### src/design/zrld_pkg.sv
// Shared types and constants for the zero-run-length decoder.
// No dependencies; imported by every module of the block.
`default_nettype none

package zrld_pkg;

	localparam int RUN_DIGITS = 31;
	localparam int COUNT_W    = 6;
	localparam int BITS_W     = 32;
	localparam int LEN_W      = 32;

	localparam logic [LEN_W-1:0] LEN_MAX = 32'hffff_fffe;
	localparam logic [63:0] RUN_CAP_WIDE = (64'd1 << (RUN_DIGITS + 1)) - 64'd2;
	localparam logic [LEN_W-1:0] RUN_CAP = (RUN_DIGITS >= 31) ? LEN_MAX : RUN_CAP_WIDE[LEN_W-1:0];
	localparam logic [COUNT_W-1:0] DIGIT_LIMIT = COUNT_W'(RUN_DIGITS);
	localparam logic [COUNT_W-1:0] BITS_LIMIT  = COUNT_W'(BITS_W);

	localparam logic [7:0] BYTE_ESC     = 8'hff;
	localparam logic [7:0] BYTE_ESC_ZERO = 8'hfe;

	// command queue between front and back; power of two so pointers wrap
	localparam int QDEPTH = 4;
	localparam int QPTR_W = $clog2(QDEPTH);

	typedef enum logic {
		ACT_DATA = 1'b0,
		ACT_END  = 1'b1
	} action_t;

	typedef enum logic [1:0] {
		KIND_LITERAL = 2'd0,
		KIND_RUN     = 2'd1,
		KIND_END_OK  = 2'd2,
		KIND_END_ERR = 2'd3
	} kind_t;

	typedef struct packed {
		action_t    action;
		logic [7:0] in_byte;
	} in_beat_t;

	typedef struct packed {
		kind_t             kind;
		logic [7:0]        value;
		logic [LEN_W-1:0]  run_length;
		logic              run_saturated;
		logic              last;
	} out_beat_t;

	// one queue entry: an optional run snapshot, then an optional literal or end result
	typedef struct packed {
		logic               run_valid;
		logic [BITS_W-1:0]  run_bits;
		logic [COUNT_W-1:0] run_count;
		logic               run_ovf;
		logic               tail_valid;
		kind_t              tail_kind;
		logic [7:0]         tail_value;
	} cmd_t;

	typedef struct packed {
		logic push;
		logic full;
	} q_wr_t;

	typedef struct packed {
		logic pop;
		logic empty;
	} q_rd_t;

endpackage

`default_nettype wire

### src/design/zrld_queue.sv
// Small command queue between the front and back halves.
// Depends on zrld_pkg.
`default_nettype none

module zrld_queue (
	input  wire logic          clk,
	input  wire logic          arst_n,
	input  wire logic          push,
	input  zrld_pkg::cmd_t     wr_cmd,
	output zrld_pkg::q_wr_t    wr_ctl,
	input  wire logic          pop,
	output zrld_pkg::cmd_t     rd_cmd,
	output zrld_pkg::q_rd_t    rd_ctl
);
	import zrld_pkg::*;

	cmd_t               mem_q [QDEPTH];
	logic [QPTR_W-1:0]  wr_ptr_q;
	logic [QPTR_W-1:0]  rd_ptr_q;
	logic [QPTR_W:0]    count_q;

	always_ff @(posedge clk or negedge arst_n) begin
		if (!arst_n) begin
			wr_ptr_q <= '0;
			rd_ptr_q <= '0;
			count_q  <= '0;
		end else begin
			if (push)
				wr_ptr_q <= wr_ptr_q + QPTR_W'(1);
			if (pop)
				rd_ptr_q <= rd_ptr_q + QPTR_W'(1);
			if (push && !pop)
				count_q <= count_q + (QPTR_W+1)'(1);
			else if (pop && !push)
				count_q <= count_q - (QPTR_W+1)'(1);
		end
	end

	always_ff @(posedge clk) begin
		if (push)
			mem_q[wr_ptr_q] <= wr_cmd;
	end

	assign rd_cmd       = mem_q[rd_ptr_q];
	assign rd_ctl.pop   = pop;
	assign rd_ctl.empty = (count_q == '0);
	assign wr_ctl.push  = push;
	assign wr_ctl.full  = (count_q == (QPTR_W+1)'(QDEPTH));

endmodule

`default_nettype wire

### src/design/zrld_front.sv
// Front half: takes input beats, tracks run/escape state, queues commands.
// Depends on zrld_pkg.
`default_nettype none

module zrld_front (
	input  wire logic          clk,
	input  wire logic          arst_n,
	input  wire logic          byte_valid,
	output logic               byte_stall,
	input  zrld_pkg::in_beat_t byte_beat,
	input  zrld_pkg::q_wr_t    q_ctl,
	output logic               push,
	output zrld_pkg::cmd_t     cmd
);
	import zrld_pkg::*;

	logic [BITS_W-1:0]  bits_q, bits_d;
	logic [COUNT_W-1:0] count_q, count_d;
	logic               esc_q, esc_d;
	logic               ovf_q, ovf_d;
	logic               accept;
	logic [7:0]         b;

	assign byte_stall = q_ctl.full;
	assign accept     = byte_valid && !q_ctl.full;
	assign b          = byte_beat.in_byte;

	always_comb begin
		bits_d  = bits_q;
		count_d = count_q;
		esc_d   = esc_q;
		ovf_d   = ovf_q;

		cmd.run_valid  = 1'b0;
		cmd.run_bits   = bits_q;
		cmd.run_count  = count_q;
		cmd.run_ovf    = ovf_q;
		cmd.tail_valid = 1'b0;
		cmd.tail_kind  = KIND_LITERAL;
		cmd.tail_value = '0;

		if (byte_beat.action == ACT_END) begin
			cmd.run_valid  = !esc_q && (count_q != '0);
			cmd.tail_valid = 1'b1;
			cmd.tail_kind  = esc_q ? KIND_END_ERR : KIND_END_OK;
			bits_d  = '0;
			count_d = '0;
			esc_d   = 1'b0;
			ovf_d   = 1'b0;
		end else if (esc_q) begin
			esc_d          = 1'b0;
			cmd.tail_valid = 1'b1;
			cmd.tail_value = (b != 8'd0) ? BYTE_ESC : BYTE_ESC_ZERO;
		end else if (b <= 8'd1) begin
			// run digit, LSB first
			if (count_q >= DIGIT_LIMIT) begin
				ovf_d = 1'b1;
			end else begin
				if (b[0] && (count_q < BITS_LIMIT))
					bits_d[count_q[$clog2(BITS_W)-1:0]] = 1'b1;
				count_d = count_q + COUNT_W'(1);
			end
		end else begin
			// closes any pending run
			cmd.run_valid = (count_q != '0);
			bits_d  = '0;
			count_d = '0;
			ovf_d   = 1'b0;
			if (b == BYTE_ESC) begin
				esc_d = 1'b1;
			end else begin
				cmd.tail_valid = 1'b1;
				cmd.tail_value = b - 8'd1;
			end
		end

		push = accept && (cmd.run_valid || cmd.tail_valid);
	end

	always_ff @(posedge clk or negedge arst_n) begin
		if (!arst_n) begin
			bits_q  <= '0;
			count_q <= '0;
			esc_q   <= 1'b0;
			ovf_q   <= 1'b0;
		end else if (accept) begin
			bits_q  <= bits_d;
			count_q <= count_d;
			esc_q   <= esc_d;
			ovf_q   <= ovf_d;
		end
	end

endmodule

`default_nettype wire

### src/design/zrld_back.sv
// Back half: drains the queue into results, one per unstalled cycle.
// Depends on zrld_pkg.
`default_nettype none

module zrld_back (
	input  wire logic           clk,
	input  wire logic           arst_n,
	input  zrld_pkg::cmd_t      head,
	input  zrld_pkg::q_rd_t     q_ctl,
	output logic                pop,
	output logic                result_valid,
	input  wire logic           result_stall,
	output zrld_pkg::out_beat_t result_beat
);
	import zrld_pkg::*;

	logic              phase_q;
	logic              valid_q;
	out_beat_t         beat_q;
	out_beat_t         beat_d;
	logic              can_load;
	logic              issue;
	logic              emit_run;
	logic [LEN_W-1:0]  pow;
	logic [LEN_W-1:0]  len;
	logic              sat;

	assign can_load = !valid_q || !result_stall;
	assign issue    = can_load && !q_ctl.empty;
	assign emit_run = head.run_valid && !phase_q;

	always_comb begin
		pow = '0;
		if (head.run_count < BITS_LIMIT)
			pow = LEN_W'(1) << head.run_count[$clog2(LEN_W)-1:0];
		if (head.run_ovf) begin
			len = RUN_CAP;
			sat = 1'b1;
		end else if (head.run_count >= BITS_LIMIT) begin
			len = LEN_MAX;
			sat = 1'b1;
		end else begin
			len = (pow | head.run_bits) - LEN_W'(1);
			sat = 1'b0;
		end
	end

	always_comb begin
		if (emit_run) begin
			beat_d.kind          = KIND_RUN;
			beat_d.value         = '0;
			beat_d.run_length    = len;
			beat_d.run_saturated = sat;
			beat_d.last          = !head.tail_valid;
		end else begin
			beat_d.kind          = head.tail_kind;
			beat_d.value         = head.tail_value;
			beat_d.run_length    = '0;
			beat_d.run_saturated = 1'b0;
			beat_d.last          = 1'b1;
		end
		pop = issue && !(emit_run && head.tail_valid);
	end

	always_ff @(posedge clk or negedge arst_n) begin
		if (!arst_n) begin
			phase_q <= 1'b0;
			valid_q <= 1'b0;
		end else begin
			if (issue)
				phase_q <= emit_run && head.tail_valid;
			if (can_load)
				valid_q <= issue;
		end
	end

	always_ff @(posedge clk) begin
		if (issue)
			beat_q <= beat_d;
	end

	assign result_valid = valid_q;
	assign result_beat  = beat_q;

endmodule

`default_nettype wire

### src/design/zero_run_length_decoder.sv
// Zero-run-length decoder. Takes one encoded byte per beat (or an end-of-stream
// beat) and returns literal, zero-run and end results. Bytes 0 and 1 are
// bijective base-2 digits of a run length, LSB first; any other byte or the end
// of stream closes the run, which comes out as one result with its length.
// 0xff escapes the next byte; other bytes decode to byte minus 1. The input
// side takes one beat per clock whenever the four-entry command queue has room;
// the output side delivers one result per clock while result_stall is low, so
// a byte that closes a run and carries a literal yields two results, and the
// queue soaks up the difference. Sustained rate: one byte per cycle, bounded by
// one result per cycle at the output register, while result_stall is low. With
// an empty queue, an accepted byte's command is written into the queue and its
// first result then loads the output register. byte_stall rises only when the
// queue is full; result_valid comes from a register.
// Depends on zrld_pkg, zrld_front, zrld_queue, zrld_back.
`default_nettype none

module zero_run_length_decoder (
	input  wire logic           clk,
	input  wire logic           arst_n,
	// input beats
	input  wire logic           byte_valid,
	output logic                byte_stall,
	input  zrld_pkg::in_beat_t  byte_beat,
	// result beats
	output logic                result_valid,
	input  wire logic           result_stall,
	output zrld_pkg::out_beat_t result_beat
);
	import zrld_pkg::*;

	cmd_t  wr_cmd;
	cmd_t  rd_cmd;
	q_wr_t wr_ctl;
	q_rd_t rd_ctl;
	logic  push;
	logic  pop;

	// front: run/escape state, turns bytes that yield results into queue commands
	zrld_front u_front (
		.clk        (clk),
		.arst_n     (arst_n),
		.byte_valid (byte_valid),
		.byte_stall (byte_stall),
		.byte_beat  (byte_beat),
		.q_ctl      (wr_ctl),
		.push       (push),
		.cmd        (wr_cmd)
	);

	zrld_queue u_queue (
		.clk    (clk),
		.arst_n (arst_n),
		.push   (push),
		.wr_cmd (wr_cmd),
		.wr_ctl (wr_ctl),
		.pop    (pop),
		.rd_cmd (rd_cmd),
		.rd_ctl (rd_ctl)
	);

	// back: run length math and result sequencing into the output register
	zrld_back u_back (
		.clk          (clk),
		.arst_n       (arst_n),
		.head         (rd_cmd),
		.q_ctl        (rd_ctl),
		.pop          (pop),
		.result_valid (result_valid),
		.result_stall (result_stall),
		.result_beat  (result_beat)
	);

endmodule

`default_nettype wire

### config.mk
export PLATFORM = sky130hd
export DESIGN_NAME = zero_run_length_decoder
export DESIGN_NICKNAME = d
export VERILOG_FILES = /design/src/design/zrld_pkg.sv /design/src/design/zrld_queue.sv /design/src/design/zrld_front.sv /design/src/design/zrld_back.sv /design/src/design/zero_run_length_decoder.sv
export SDC_FILE = /design/constraint.sdc
export NUM_CORES = 1
export LEC_CHECK = 0
export ABC_AREA = 1
export BUFFER_PORTS_ARGS = -buffer_cell sky130_fd_sc_hd__buf_2
export CAP_MARGIN = 20
export CORE_MARGIN = 8
export CORE_UTILIZATION = 55
export DETAILED_ROUTE_END_ITERATION = 8
export PLACE_DENSITY = 0.72
export SETUP_SLACK_MARGIN = 0.5
export SYNTH_ARGS = -nofsm -noshare
export SYNTH_HDL_FRONTEND = slang
export SYNTH_SLANG_ARGS = --single-unit
### constraint.sdc
create_clock -name clk -period 3.71 [get_ports clk]
set_input_delay 0.371 -clock clk [delete_from_list [all_inputs] [get_ports clk]]
set_output_delay 0.371 -clock clk [all_outputs]
set_load 0.05 [all_outputs]
==> results of run 1 <==
worst paths after layout:
check | endpoint | cells past startpoint
worst max register to register | u_back.result_beat[29] | 18
worst min register to register | u_back.result_valid | 2
min in group asynchronous | u_queue.count_q[1] | 2
worst min-delay path | u_back.result_valid | 3
max in group asynchronous | u_front.bits_q[20] | 3
worst max-delay path | u_back.result_beat[29] | 18
sequential cells by signal (all words and copies together) (netlist names):
register	flops
u_back.result_valid	1
u_back.result_beat	44
u_front.esc_q	1
u_queue.count_q	3
u_front.bits_q	32
u_queue.rd_ptr_q	2
u_back.phase_q	1
u_front.count_q	6
u_queue.wr_ptr_q	2
u_front.ovf_q	1
u_queue.mem_q	204
tightest hold or removal path: stages:
cell                      delay [ps]
sky130_fd_sc_hd__buf_2            70
sky130_fd_sc_hd__nand2_1          50
sky130_fd_sc_hd__nand2_1          60
kinds of logic (layout without fill, tap and decap cells):
group	after synthesis	after routing	share of synthesized area [%]
simple gates	601	601	19.0
flops	297	297	63.2
compound gates	231	231	9.60
buf+inv	181	286	6.01
fa+ha+maj	15	15	1.42
xor+xnor	10	10	0.638
mux	1	1	0.0821
cell type report:
cell class / instances / area share (%)
Clock inverter: 18 / 0.959
Inverter: 128 / 3.23
Sequential cell: 297 / 55.9
Timing Repair Buffer: 103 / 4.57
Timing Repair inverter: 1 / 0.0403
Tap cell: 330 / 2.66
Clock buffer: 36 / 4.98
Multi-Input combinational cell: 858 / 27.7
cell usage in the layout, fill, tap and decap left out, drive strengths merged, types with 27 or more instances in the layout:
| cell | synthesis | final |
|---|---|---|
| nor2 | 254 | 254 |
| nand3 | 71 | 71 |
| edfxtp | 248 | 248 |
| dfrtp | 49 | 49 |
| inv | 128 | 128 |
| buf | 39 | 101 |
| o21ai | 109 | 109 |
| nand2 | 252 | 252 |
| o22ai | 27 | 27 |
| a21oi | 66 | 66 |
| clkbuf | 14 | 37 |
per-layer routing:
| layer | part of all wire (%) | GRT usage, % | wire, um |
|---|---|---|---|
| met2 | 46 | 33.7 | 14900 |
| met3 | 7.0 | 3.12 | 2250 |
| met1 | 43 | 28.2 | 13800 |
| met4 | 3.5 | 7.45 | 1130 |
| met5 | 0 | 0 | 0 |
what timing repair did:
action / 4_1_cts / 5_1_grt
cloned: 1 / 1
setup endpoints to repair: 2 / 18
resized for setup: 2 / 16
endpoints found under the hold margin: 9 / 0
hold buffers: 1 / 0
buffers inserted: 0 / 18
pin swaps: 0 / 5
report_power, final:
group / leakage, nW / internal, mW / total, mW / switching, mW
clock network: 0.454 / 1.62 / 2.82 / 1.20
logic: 2.64 / 1.82 / 6.78 / 4.97
registers: 3.03 / 4.57 / 4.76 / 0.184
stage by stage:
step                      total power [mW]  area, um^2
after CTS                             14.1       15300
after detailed placement              11.2       14300
after global placement                11.2       14300
final                                 14.4       15500
after global routing                  15.2       15500
after floorplan                       9.67       13700
==> metrics.log, run 1 <==
[metrics] worst r2r src: u_queue.rd_ptr_q[1]
[metrics] post-synthesis cell area: ~0.014 mm^2
[metrics] I/O pin count: about 60
[metrics] number of DRC violations after detailed-routing iteration 0: ~860
[metrics] total congestion overflow: 0
[metrics] CTS max path bufs: 3
[metrics] area of the core region: around 0.025 mm^2
[metrics] source of the worst hold timing path: result_stall
[metrics] highest ir drop seen on vdd: about 0.00063 V
[metrics] CTS tree: built
[metrics] global placement routability congestion: around 1
[metrics] Final TNS setup: 0 ps
[metrics] RSZ-0062 raised after global routing: no
[metrics] origin of the worst setup path: u_queue.rd_ptr_q[1]
[metrics] required time worst endpoint: 4020 ps
[metrics] cell type with the highest aggregate area in the netlist: sky130_fd_sc_hd__edfxtp_1
[metrics] number of enable-type register cells in the synthesized netlist: ~250
[metrics] layout cells sized above 1: around 16%
[metrics] slew at the pin closest to its max-slew limit: just under 800 ps
[metrics] outcome: completed
[metrics] maximum level of the CTS H-tree: 1
[metrics] crit-path most repeated cell: sky130_fd_sc_hd__nand2_1
[metrics] Syn. warnings: 0
[metrics] via count: ~9,700
[metrics] final core area utilization: about 63%
[metrics] number of instances in the placed design: between 1,500 and 2,000
[metrics] Filler cells: 1,971
[metrics] share of Yosys cell area claimed by the top area cell type: between 50% and 60%
[metrics] commonest register cell after synthesis: sky130_fd_sc_hd__edfxtp_1
[metrics] async set or reset register ratio after synthesis: 16.5%
[metrics] cell class contributing the biggest share of worst-path delay: simple AND/OR/NAND/NOR gates
[metrics] leak pwr: 6.12 nW
[metrics] Port-buffer cells: between 50 and 60
[metrics] Net count, final: about 1,400
[metrics] number of antenna violations at the first check in global routing: 0
[metrics] detailed-route wire length: 32.1 mm
[metrics] critical path peak fanout: 16
[metrics] CTS Root Buffer Type: sky130_fd_sc_hd__clkbuf_16
[metrics] delay of the slowest cell on the worst path: 390 ps
[metrics] count of TritonRoute iterations in the first routing pass: 5
[metrics] CP Data Arrival Time: around 3300 ps
[metrics] Post-Syn Area per Cell: 10.3 um^2
[metrics] later-pin clock latency in the skew report: 550 ps
[metrics] floorplan die area: 0.0303 mm^2
[metrics] clock slew seen by the registers of the worst setup and hold paths: around 60 ps
[metrics] clock skew: approximately 16 ps
[metrics] Final Hold Slack: around 43 ps
[metrics] total count of max-transition violations in the final report: 0
[metrics] total clock buffers created by CTS: 29
[metrics] critical path launch point type: register
[metrics] ANT cells: 0
[metrics] number of global-route vias before repair: ~9,300
[metrics] final HPWL from detailed placement: between 20 and 25 mm
[metrics] cell with the most instances after synthesis: sky130_fd_sc_hd__edfxtp_1
[metrics] proportion of synthesized chip area in sequential cells: between 60% and 70%
[metrics] Pwr per Cell Area: 925 mW/mm^2
[metrics] largest cells by area after synthesis: sky130_fd_sc_hd__edfxtp_1, sky130_fd_sc_hd__dfrtp_1, sky130_fd_sc_hd__nand2_1, sky130_fd_sc_hd__nor2_1, sky130_fd_sc_hd__inv_1
[metrics] number of rows in the core area: just under 60
[metrics] Max Clk Rate: about 0.33 GHz
[metrics] vertical extent of the die: about 170 um
[metrics] via/cell ratio: 5.50
[metrics] post-synthesis sequential element count: 297
[metrics] r2r setup slk: 710 ps
[metrics] wire length of the first global-routing pass: ~50 mm
[metrics] average wire per cell in the routed design: roughly 18 um
[metrics] ordered list of cells on the worst path: inv_2 -> buf_4 -> buf_4 -> nand2_1 -> nand2_1 -> nor2_1 -> nand3_1 -> nor2_1 -> nor2_2 -> nand2_1 -> nor2_1 -> nand2_1 -> nor2_1 -> nand2_1 -> nand2_1 -> nand3_1 -> nand2_1 -> inv_1
[metrics] die width: 174 um
[metrics] cell count after synthesis: approximately 1,300
[metrics] kind of end point of the critical path: register
[metrics] largest net degree at the start of global routing: 52
[metrics] overall track demand over capacity in global routing: about 21%
[metrics] multi-input combinational cell area: roughly 0.0043 mm^2
[metrics] final critical path time including I/O delays and setup: approximately 3000 ps
[metrics] post-route DRC violation count: 0
[metrics] starting density of the core: approximately 55%
[metrics] post-route worst setup slack: around 710 ps
[metrics] area growth from synthesis to final layout: 13.2%
[metrics] CTS Sinks: between 200 and 300
[metrics] list of most frequent post-synthesis cells: sky130_fd_sc_hd__edfxtp_1, sky130_fd_sc_hd__nand2_1, sky130_fd_sc_hd__nor2_1, sky130_fd_sc_hd__inv_1, sky130_fd_sc_hd__o21ai_0
[metrics] master of the slowest instance on the critical path: sky130_fd_sc_hd__dfrtp_1
[metrics] critical path type: reg -> reg
[metrics] number of buffer and inverter stages on the critical path: 4
[metrics] post-synth net total: about 1,400
[metrics] Layout Cells excl Fill: 1,771
[metrics] setup slack at placement: 455 ps
[metrics] period utilization: about four fifths
[metrics] headroom to the max-slew limit: a little under half
[metrics] max-cap viol count: 0
[metrics] antenna-violating nets left: 0
[metrics] Unique masters post-synth: 51
[metrics] type of the worst min-delay path: in -> reg
[metrics] total area of sequential cells: 0.00868 mm^2
[metrics] final hold vios: 0
[metrics] number of endpoints failing setup at the final stage: 0
No activity file was read; power rests on OpenSTA's default activity.
==> inputs of run 2 (changes only) <==
--- a/config.mk
+++ b/config.mk
@@ -11,7 +11,7 @@
 export CORE_MARGIN = 8
 export CORE_UTILIZATION = 55
 export DETAILED_ROUTE_END_ITERATION = 8
-export PLACE_DENSITY = 0.72
+export PLACE_DENSITY = 0.69
 export SETUP_SLACK_MARGIN = 0.5
 export SYNTH_ARGS = -nofsm -noshare
 export SYNTH_HDL_FRONTEND = slang
==> constraint.sdc (replaced) <==
create_clock -name clk -period 3.05 [get_ports clk]
set_input_delay 0.305 -clock clk [delete_from_list [all_inputs] [get_ports clk]]
set_output_delay 0.305 -clock clk [all_outputs]
set_load 0.05 [all_outputs]
==> run 2 against run 1 <==
  * First-iteration DRC count up 15%
  * Non-clock buffer count up 91
  * Largest cell class unchanged
  * Critical path type unchanged
  * Worst setup slack got worse by 460 ps
  * Sequential cell count is the same
  * Count of clock-buffer cells in the layout grew 1
  * Global-route usage grew 1.4 points
  * Sequential share of layout area is 6.5 points lower
  * Combinational power is 67% higher
  * Critical path depth up 2
  * Via count increased by 8.4%
==> metrics.log, run 2 (synthesized netlist as in run 1, its figures left out) <==
[metrics] starting density of the core: between 50% and 60%
[metrics] met2 layer usage reported by global route: between 30% and 40%
[metrics] crit-path most repeated cell: sky130_fd_sc_hd__nand2_1
[metrics] via count: about 11,000
[metrics] CTS Sinks: 297
[metrics] wire length of the first global-routing pass: 53.7 mm
[metrics] overall track demand over capacity in global routing: 22.2%
[metrics] required time worst endpoint: about 3400 ps
[metrics] most common cell after layout, fill and taps aside: sky130_fd_sc_hd__edfxtp_1
[metrics] clock slew seen by the registers of the worst setup and hold paths: approximately 70 ps
[metrics] global routing usage on met3: about 3.1%
[metrics] critical path launch point type: register
[metrics] slew at the pin closest to its max-slew limit: 831 ps
[metrics] Filler cells: 1,761
[metrics] end of the worst register-to-register path: u_back.result_beat[29]
[metrics] final critical path time including I/O delays and setup: 2800 ps
[metrics] I/O pin count: a little under 60
[metrics] via/cell ratio: around 5.7
[metrics] later-pin clock latency in the skew report: about 560 ps
[metrics] post-route DRC violation count: 0
[metrics] type of the worst min-delay path: in -> reg
[metrics] most used cells in the layout excluding fill and tap cells: sky130_fd_sc_hd__edfxtp_1, sky130_fd_sc_hd__nand2_1, sky130_fd_sc_hd__nor2_1, sky130_fd_sc_hd__inv_1, sky130_fd_sc_hd__buf_4
[metrics] number of antenna violations at the first check in global routing: 0
[metrics] period utilization: around nine tenths
[metrics] leak pwr: ~6.9 nW
[metrics] detailed-route wire length: between 30 and 40 mm
[metrics] number of DRC violations after detailed-routing iteration 0: just under 1,000
[metrics] CTS max path bufs: 3
[metrics] CP Data Arrival Time: about 3100 ps
[metrics] clock skew: 13.1 ps
[metrics] Pwr per Cell Area: roughly 1200 mW/mm^2
[metrics] critical path type: reg -> reg
[metrics] delay of the slowest cell on the worst path: about 460 ps
[metrics] total clock buffers created by CTS: 30
[metrics] floorplan die area: roughly 0.030 mm^2
[metrics] CTS Root Buffer Type: sky130_fd_sc_hd__clkbuf_16
[metrics] outcome: completed
[metrics] worst r2r src: u_queue.rd_ptr_q[0]
[metrics] Net count, final: around 1,500
[metrics] termination of the worst setup path: u_back.result_beat[29]
[metrics] average wire per cell in the routed design: about 19 um
[metrics] total congestion overflow: 0
[metrics] GRT busiest layer: met2
[metrics] met1 Track Usage GR: roughly 29%
[metrics] RSZ-0062 raised after global routing: yes
[metrics] flip-flop count of the largest register, all copies and words added: 204
[metrics] layout cells sized above 1: 31.7%
[metrics] headroom to the max-slew limit: 44.0%
[metrics] critical path peak fanout: 6
[metrics] CTS tree: built
[metrics] number of global-route vias before repair: between 9,000 and 10,000
[metrics] final HPWL from detailed placement: 21.7 mm
[metrics] ANT cells: 0
[metrics] highest ir drop seen on vdd: roughly 0.00066 V
[metrics] total count of max-transition violations in the final report: 0
[metrics] Final TNS setup: 0 ps
[metrics] Port-buffer cells: between 50 and 60
[metrics] r2r worst-path depth: 20
[metrics] die width: 174 um
[metrics] area growth from synthesis to final layout: 28.0%
[metrics] register name with the most flops: u_queue.mem_q
[metrics] number of endpoints failing setup at the final stage: 0
[metrics] max-cap viol count: 0
[metrics] maximum level of the CTS H-tree: 1
[metrics] master of the slowest instance on the critical path: sky130_fd_sc_hd__dfrtp_2
[metrics] origin of the worst setup path: u_queue.rd_ptr_q[0]
[metrics] count of TritonRoute iterations in the first routing pass: 6
[metrics] final hold vios: 0
[metrics] ordered list of cells on the worst path: buf_6 -> buf_16 -> nand2_2 -> nand3_4 -> nand2_8 -> inv_8 -> buf_8 -> nand4_1 -> buf_4 -> nor2_2 -> nor2_2 -> nand2_2 -> nor2_2 -> nand2_1 -> nor2_1 -> nand2_1 -> nand2_1 -> nand3_2 -> nand2_1 -> inv_1
[metrics] largest net degree at the start of global routing: 52
[metrics] number of rows in the core area: 58
[metrics] area of the core region: approximately 0.025 mm^2
[metrics] global placement routability congestion: 0.944
[metrics] Max Clk Rate: roughly 0.36 GHz
[metrics] vertical extent of the die: roughly 170 um
[metrics] antenna-violating nets left: 0
[metrics] kind of end point of the critical path: register
[metrics] Final Hold Slack: between 50 and 60 ps
[metrics] r2r setup slk: roughly 250 ps
## run 2: area by class of cell
type	count	area [um^2]	share of cell area, %
Sequential cell	297	8680	49.4
Multi-Input combinational cell	858	5080	28.9
Timing Repair Buffer	194	1690	9.62
Clock buffer	37	807	4.59
Inverter	128	515	2.93
Tap cell	330	413	2.35
Clock inverter	19	358	2.04
Timing Repair inverter	2	25.0	0.142
## run 2: what timing repair did
action | 4_1_cts | 5_1_grt
cloned | 4 | 4
endpoints found under the setup margin | 27 | 49
endpoints found under the hold margin | 24 | 0
gates resized for setup | 71 | 186
pin swaps | 31 | 82
setup buffers | 23 | 36
hold buffers | 1 | 0
## run 2: critical path, delay by kind of cell, from the launching register on
family / cells / cell delay (ps)
DFF: 1 / 460
and+or+nand+nor: 14 / 1440
buffers and inverters: 6 / 630
## run 2: per-layer routing
layer / vias up / share of wire, %
met5: - / 0
met4: 0 / 3.1
met3: 109 / 6.9
met2: 470 / 49
met1: 5072 / 41
li1: 4896 / -
## run 2: through the flow
| stage | area (um^2) | setup slack (ps) | util, % | total power [mW] | cells |
|---|---|---|---|---|---|
| floorplan | 13900 | 355 | - | 11.8 | 1336 |
| global placement | 14800 | 165 | 59.8 | 14.3 | 1741 |
| detailed placement | 14800 | 158 | 59.8 | 14.4 | 1741 |
| CTS | 16500 | 366 | 66.6 | 19.5 | 1825 |
| global route | 17600 | 115 | 70.8 | 22.4 | 1865 |
| finish | 17600 | 251 | 70.8 | 21.3 | 1865 |
## run 2: worst min-delay path by stage
stage,start,to,slack (ps),cells after the start
after floorplan,arst_n,u_back.phase_q,9,0
after global placement,arst_n,u_queue.count_q[0],380,1
after detailed placement,arst_n,u_queue.count_q[0],390,1
after CTS,result_stall,u_back.result_valid,40,3
after global routing,result_stall,u_back.result_valid,40,3
final,result_stall,u_back.result_valid,50,3
## run 2: power breakdown
part / leakage, nW / total, mW / internal (mW) / switching (mW)
Clock: 0.561 / 4.20 / 2.66 / 1.54
Sequential: 3.02 / 5.81 / 5.56 / 0.253
Combinational: 3.35 / 11.3 / 3.98 / 7.34
==> inputs of run 3 (changes only) <==
==> constraint.sdc (replaced) <==
create_clock -name clk -period 3.3 [get_ports clk]
set_input_delay 0.33 -clock clk [delete_from_list [all_inputs] [get_ports clk]]
set_output_delay 0.33 -clock clk [all_outputs]
set_load 0.05 [all_outputs]
==> run 3 against run 2 <==
  * Hold slack got worse by 26 ps
  * Clock power fell by 18%
  * Sequential share of layout area up 2.1 points
  * Sequential cell count unchanged
  * Clock skew rose by 6.1 ps
  * Worst setup slack gained 230 ps
  * Die area unchanged
  * Critical endpoint unchanged
  * Utilization down 3.0 points
  * Final cell count shrank 2.4%
==> metrics.log, run 3 (synthesized netlist as in run 1, its figures left out) <==
[metrics] I/O pin count: 59
[metrics] post-layout instance area: 0.0168 mm^2
[metrics] setup slack at placement: 259 ps
[metrics] period utilization: 85.5%
[metrics] met1 Track Usage GR: around 28%
[metrics] die width: around 170 um
[metrics] met2 layer usage reported by global route: 36.4%
[metrics] CTS Sinks: 297
[metrics] number of rows in the core area: slightly below 60
[metrics] later-pin clock latency in the skew report: approximately 550 ps
[metrics] post-route worst setup slack: between 400 and 500 ps
[metrics] CP Data Arrival Time: ~3100 ps
[metrics] total congestion overflow: 0
[metrics] post-route DRC violation count: 0
[metrics] layout cells sized above 1: 27.0%
[metrics] average wire per cell in the routed design: between 15 and 20 um
[metrics] RSZ-0062 raised after global routing: yes
[metrics] source of the worst hold timing path: result_stall
[metrics] Layout Cells excl Fill: between 1,500 and 2,000
[metrics] r2r setup slk: between 400 and 500 ps
[metrics] final HPWL from detailed placement: approximately 21 mm
[metrics] critical path launch point type: register
[metrics] kind of end point of the critical path: register
[metrics] outcome: completed
[metrics] Pwr per Cell Area: between 1000 and 1500 mW/mm^2
[metrics] clock skew: 19.1 ps
[metrics] wire length of the first global-routing pass: between 50 and 60 mm
[metrics] number of endpoints failing setup at the final stage: 0
[metrics] Final TNS setup: 0 ps
[metrics] multi-input combinational cell area: ~0.0049 mm^2
[metrics] headroom to the max-slew limit: between 40% and 50%
[metrics] Net count, final: around 1,500
[metrics] global placement routability congestion: between 0.9 and 1
[metrics] critical path peak fanout: 9
[metrics] area of the core region: 0.0248 mm^2
[metrics] Filler cells: about 1,900
[metrics] antenna-violating nets left: 0
[metrics] via/cell ratio: ~5.6
[metrics] overall power: approximately 18 mW
[metrics] worst r2r src: u_queue.rd_ptr_q[0]
[metrics] total count of max-transition violations in the final report: 0
[metrics] clock slew seen by the registers of the worst setup and hold paths: about 60 ps
[metrics] critical path type: reg -> reg
[metrics] count of TritonRoute iterations in the first routing pass: 6
[metrics] total area of sequential cells: just under 0.009 mm^2
[metrics] vertical extent of the die: approximately 170 um
[metrics] CTS Root Buffer Type: sky130_fd_sc_hd__clkbuf_16
[metrics] detailed-route wire length: around 35 mm
[metrics] end of the worst register-to-register path: u_back.result_beat[29]
[metrics] max-cap viol count: 0
[metrics] cell area after placement: roughly 0.015 mm^2
[metrics] via count: a little over 10,000
[metrics] number of instances in the placed design: around 1,700
[metrics] most used cells in the layout excluding fill and tap cells: sky130_fd_sc_hd__edfxtp_1, sky130_fd_sc_hd__nand2_1, sky130_fd_sc_hd__nor2_1, sky130_fd_sc_hd__inv_1, sky130_fd_sc_hd__o21ai_0
[metrics] maximum level of the CTS H-tree: 1
[metrics] required time worst endpoint: around 3600 ps
[metrics] number of global-route vias before repair: between 9,000 and 10,000
[metrics] GRT busiest layer: met2
[metrics] overall track demand over capacity in global routing: a little over a fifth
[metrics] Port-buffer cells: 58
[metrics] flip-flop count of the largest register, all copies and words added: between 200 and 250
[metrics] ANT cells: 0
[metrics] leak pwr: 6.63 nW
[metrics] floorplan die area: approximately 0.03 mm^2
[metrics] largest net degree at the start of global routing: 52
[metrics] final critical path time including I/O delays and setup: around 2800 ps
[metrics] most common cell after layout, fill and taps aside: sky130_fd_sc_hd__edfxtp_1
[metrics] Max Clk Rate: roughly 0.35 GHz
[metrics] origin of the worst setup path: u_queue.rd_ptr_q[0]
[metrics] type of the worst min-delay path: in -> reg
[metrics] CTS max path bufs: 3
[metrics] starting density of the core: between 50% and 60%
[metrics] register name with the most flops: u_queue.mem_q
[metrics] r2r worst-path depth: 19
[metrics] CTS tree: built
[metrics] total clock buffers created by CTS: 30
[metrics] number of DRC violations after detailed-routing iteration 0: between 1,000 and 1,500
[metrics] slew at the pin closest to its max-slew limit: between 800 and 900 ps
[metrics] termination of the worst setup path: u_back.result_beat[29]
[metrics] global routing usage on met3: ~3.4%
[metrics] highest ir drop seen on vdd: ~0.00070 V
[metrics] number of antenna violations at the first check in global routing: 0
[metrics] final hold vios: 0
[metrics] area growth from synthesis to final layout: 22.7%
==> run 3: cell type report <==
| cell class | instances | share of cell area [%] |
|---|---|---|
| clock inverter | 10 | 0.751 |
| clock buffer | 46 | 5.30 |
| inverter | 128 | 3.15 |
| multi-input combinational | 858 | 29.2 |
| sequential | 297 | 51.5 |
| tap | 330 | 2.45 |
| timing repair buffer | 149 | 7.39 |
| timing repair inverter | 3 | 0.201 |
==> run 3: worst min-delay path by stage <==
| stage | slack, ps | cells past startpoint | to |
|---|---|---|---|
| after floorplan | 30 | 0 | u_back.phase_q |
| after global placement | 470 | 1 | u_queue.count_q[2] |
| after detailed placement | 480 | 1 | u_queue.count_q[2] |
| after CTS | 8 | 3 | u_back.result_valid |
| after global routing | 40 | 3 | u_back.result_valid |
| final | 20 | 3 | u_back.result_valid |
==> run 3: power by group <==
group	leakage (nW)	switching [mW]	internal (mW)
sequential	3.03	0.244	5.14
clock	0.491	1.37	2.08
combinational	3.11	6.57	3.06
==> run 3: critical path: stages, from the launching register on <==
cell and delay [ps]:
sky130_fd_sc_hd__dfrtp_2 500, sky130_fd_sc_hd__buf_12 200, sky130_fd_sc_hd__clkinv_16 80, sky130_fd_sc_hd__nand2_1 90, sky130_fd_sc_hd__nand3_2 120, sky130_fd_sc_hd__nand2_4 140, sky130_fd_sc_hd__buf_8 140, sky130_fd_sc_hd__inv_6 60
sky130_fd_sc_hd__nand3_4 110, sky130_fd_sc_hd__nor2_1 60, sky130_fd_sc_hd__nor2_2 220, sky130_fd_sc_hd__nand2_2 110, sky130_fd_sc_hd__nor2_4 150, sky130_fd_sc_hd__nand2_1 70, sky130_fd_sc_hd__nor2_2 180, sky130_fd_sc_hd__nand2_1 100
sky130_fd_sc_hd__nand2_1 60, sky130_fd_sc_hd__nand3_1 70, sky130_fd_sc_hd__nand2_1 70, sky130_fd_sc_hd__inv_1 40
==> run 3: repair_timing <==
action,in CTS,in global routing
gates resized for setup,33,194
hold endpoints to repair,29,0
cloned,5,3
pin swaps,9,76
hold buffers,1,0
setup buffers,12,35
endpoints found under the setup margin,20,49
==> run 3: stage by stage <==
| stage | util (%) | hold slack [ps] |
|---|---|---|
| detailed placement | 58.4 | 480 |
| finish | 67.8 | 24.5 |
| floorplan | - | 34.4 |
| global route | 67.8 | 37.5 |
| global placement | 58.4 | 474 |
| CTS | 64.0 | 8.29 |
==> run 3: layer usage <==
| metal | part of all wire, % | routed length, um | up-vias |
|---|---|---|---|
| met3 | 7.5 | 2630 | 93 |
| met1 | 41 | 14400 | 4876 |
| met4 | 3.0 | 1040 | 0 |
| met5 | 0 | 0 | - |
| li1 | - | - | 4792 |
| met2 | 49 | 17100 | 446 |
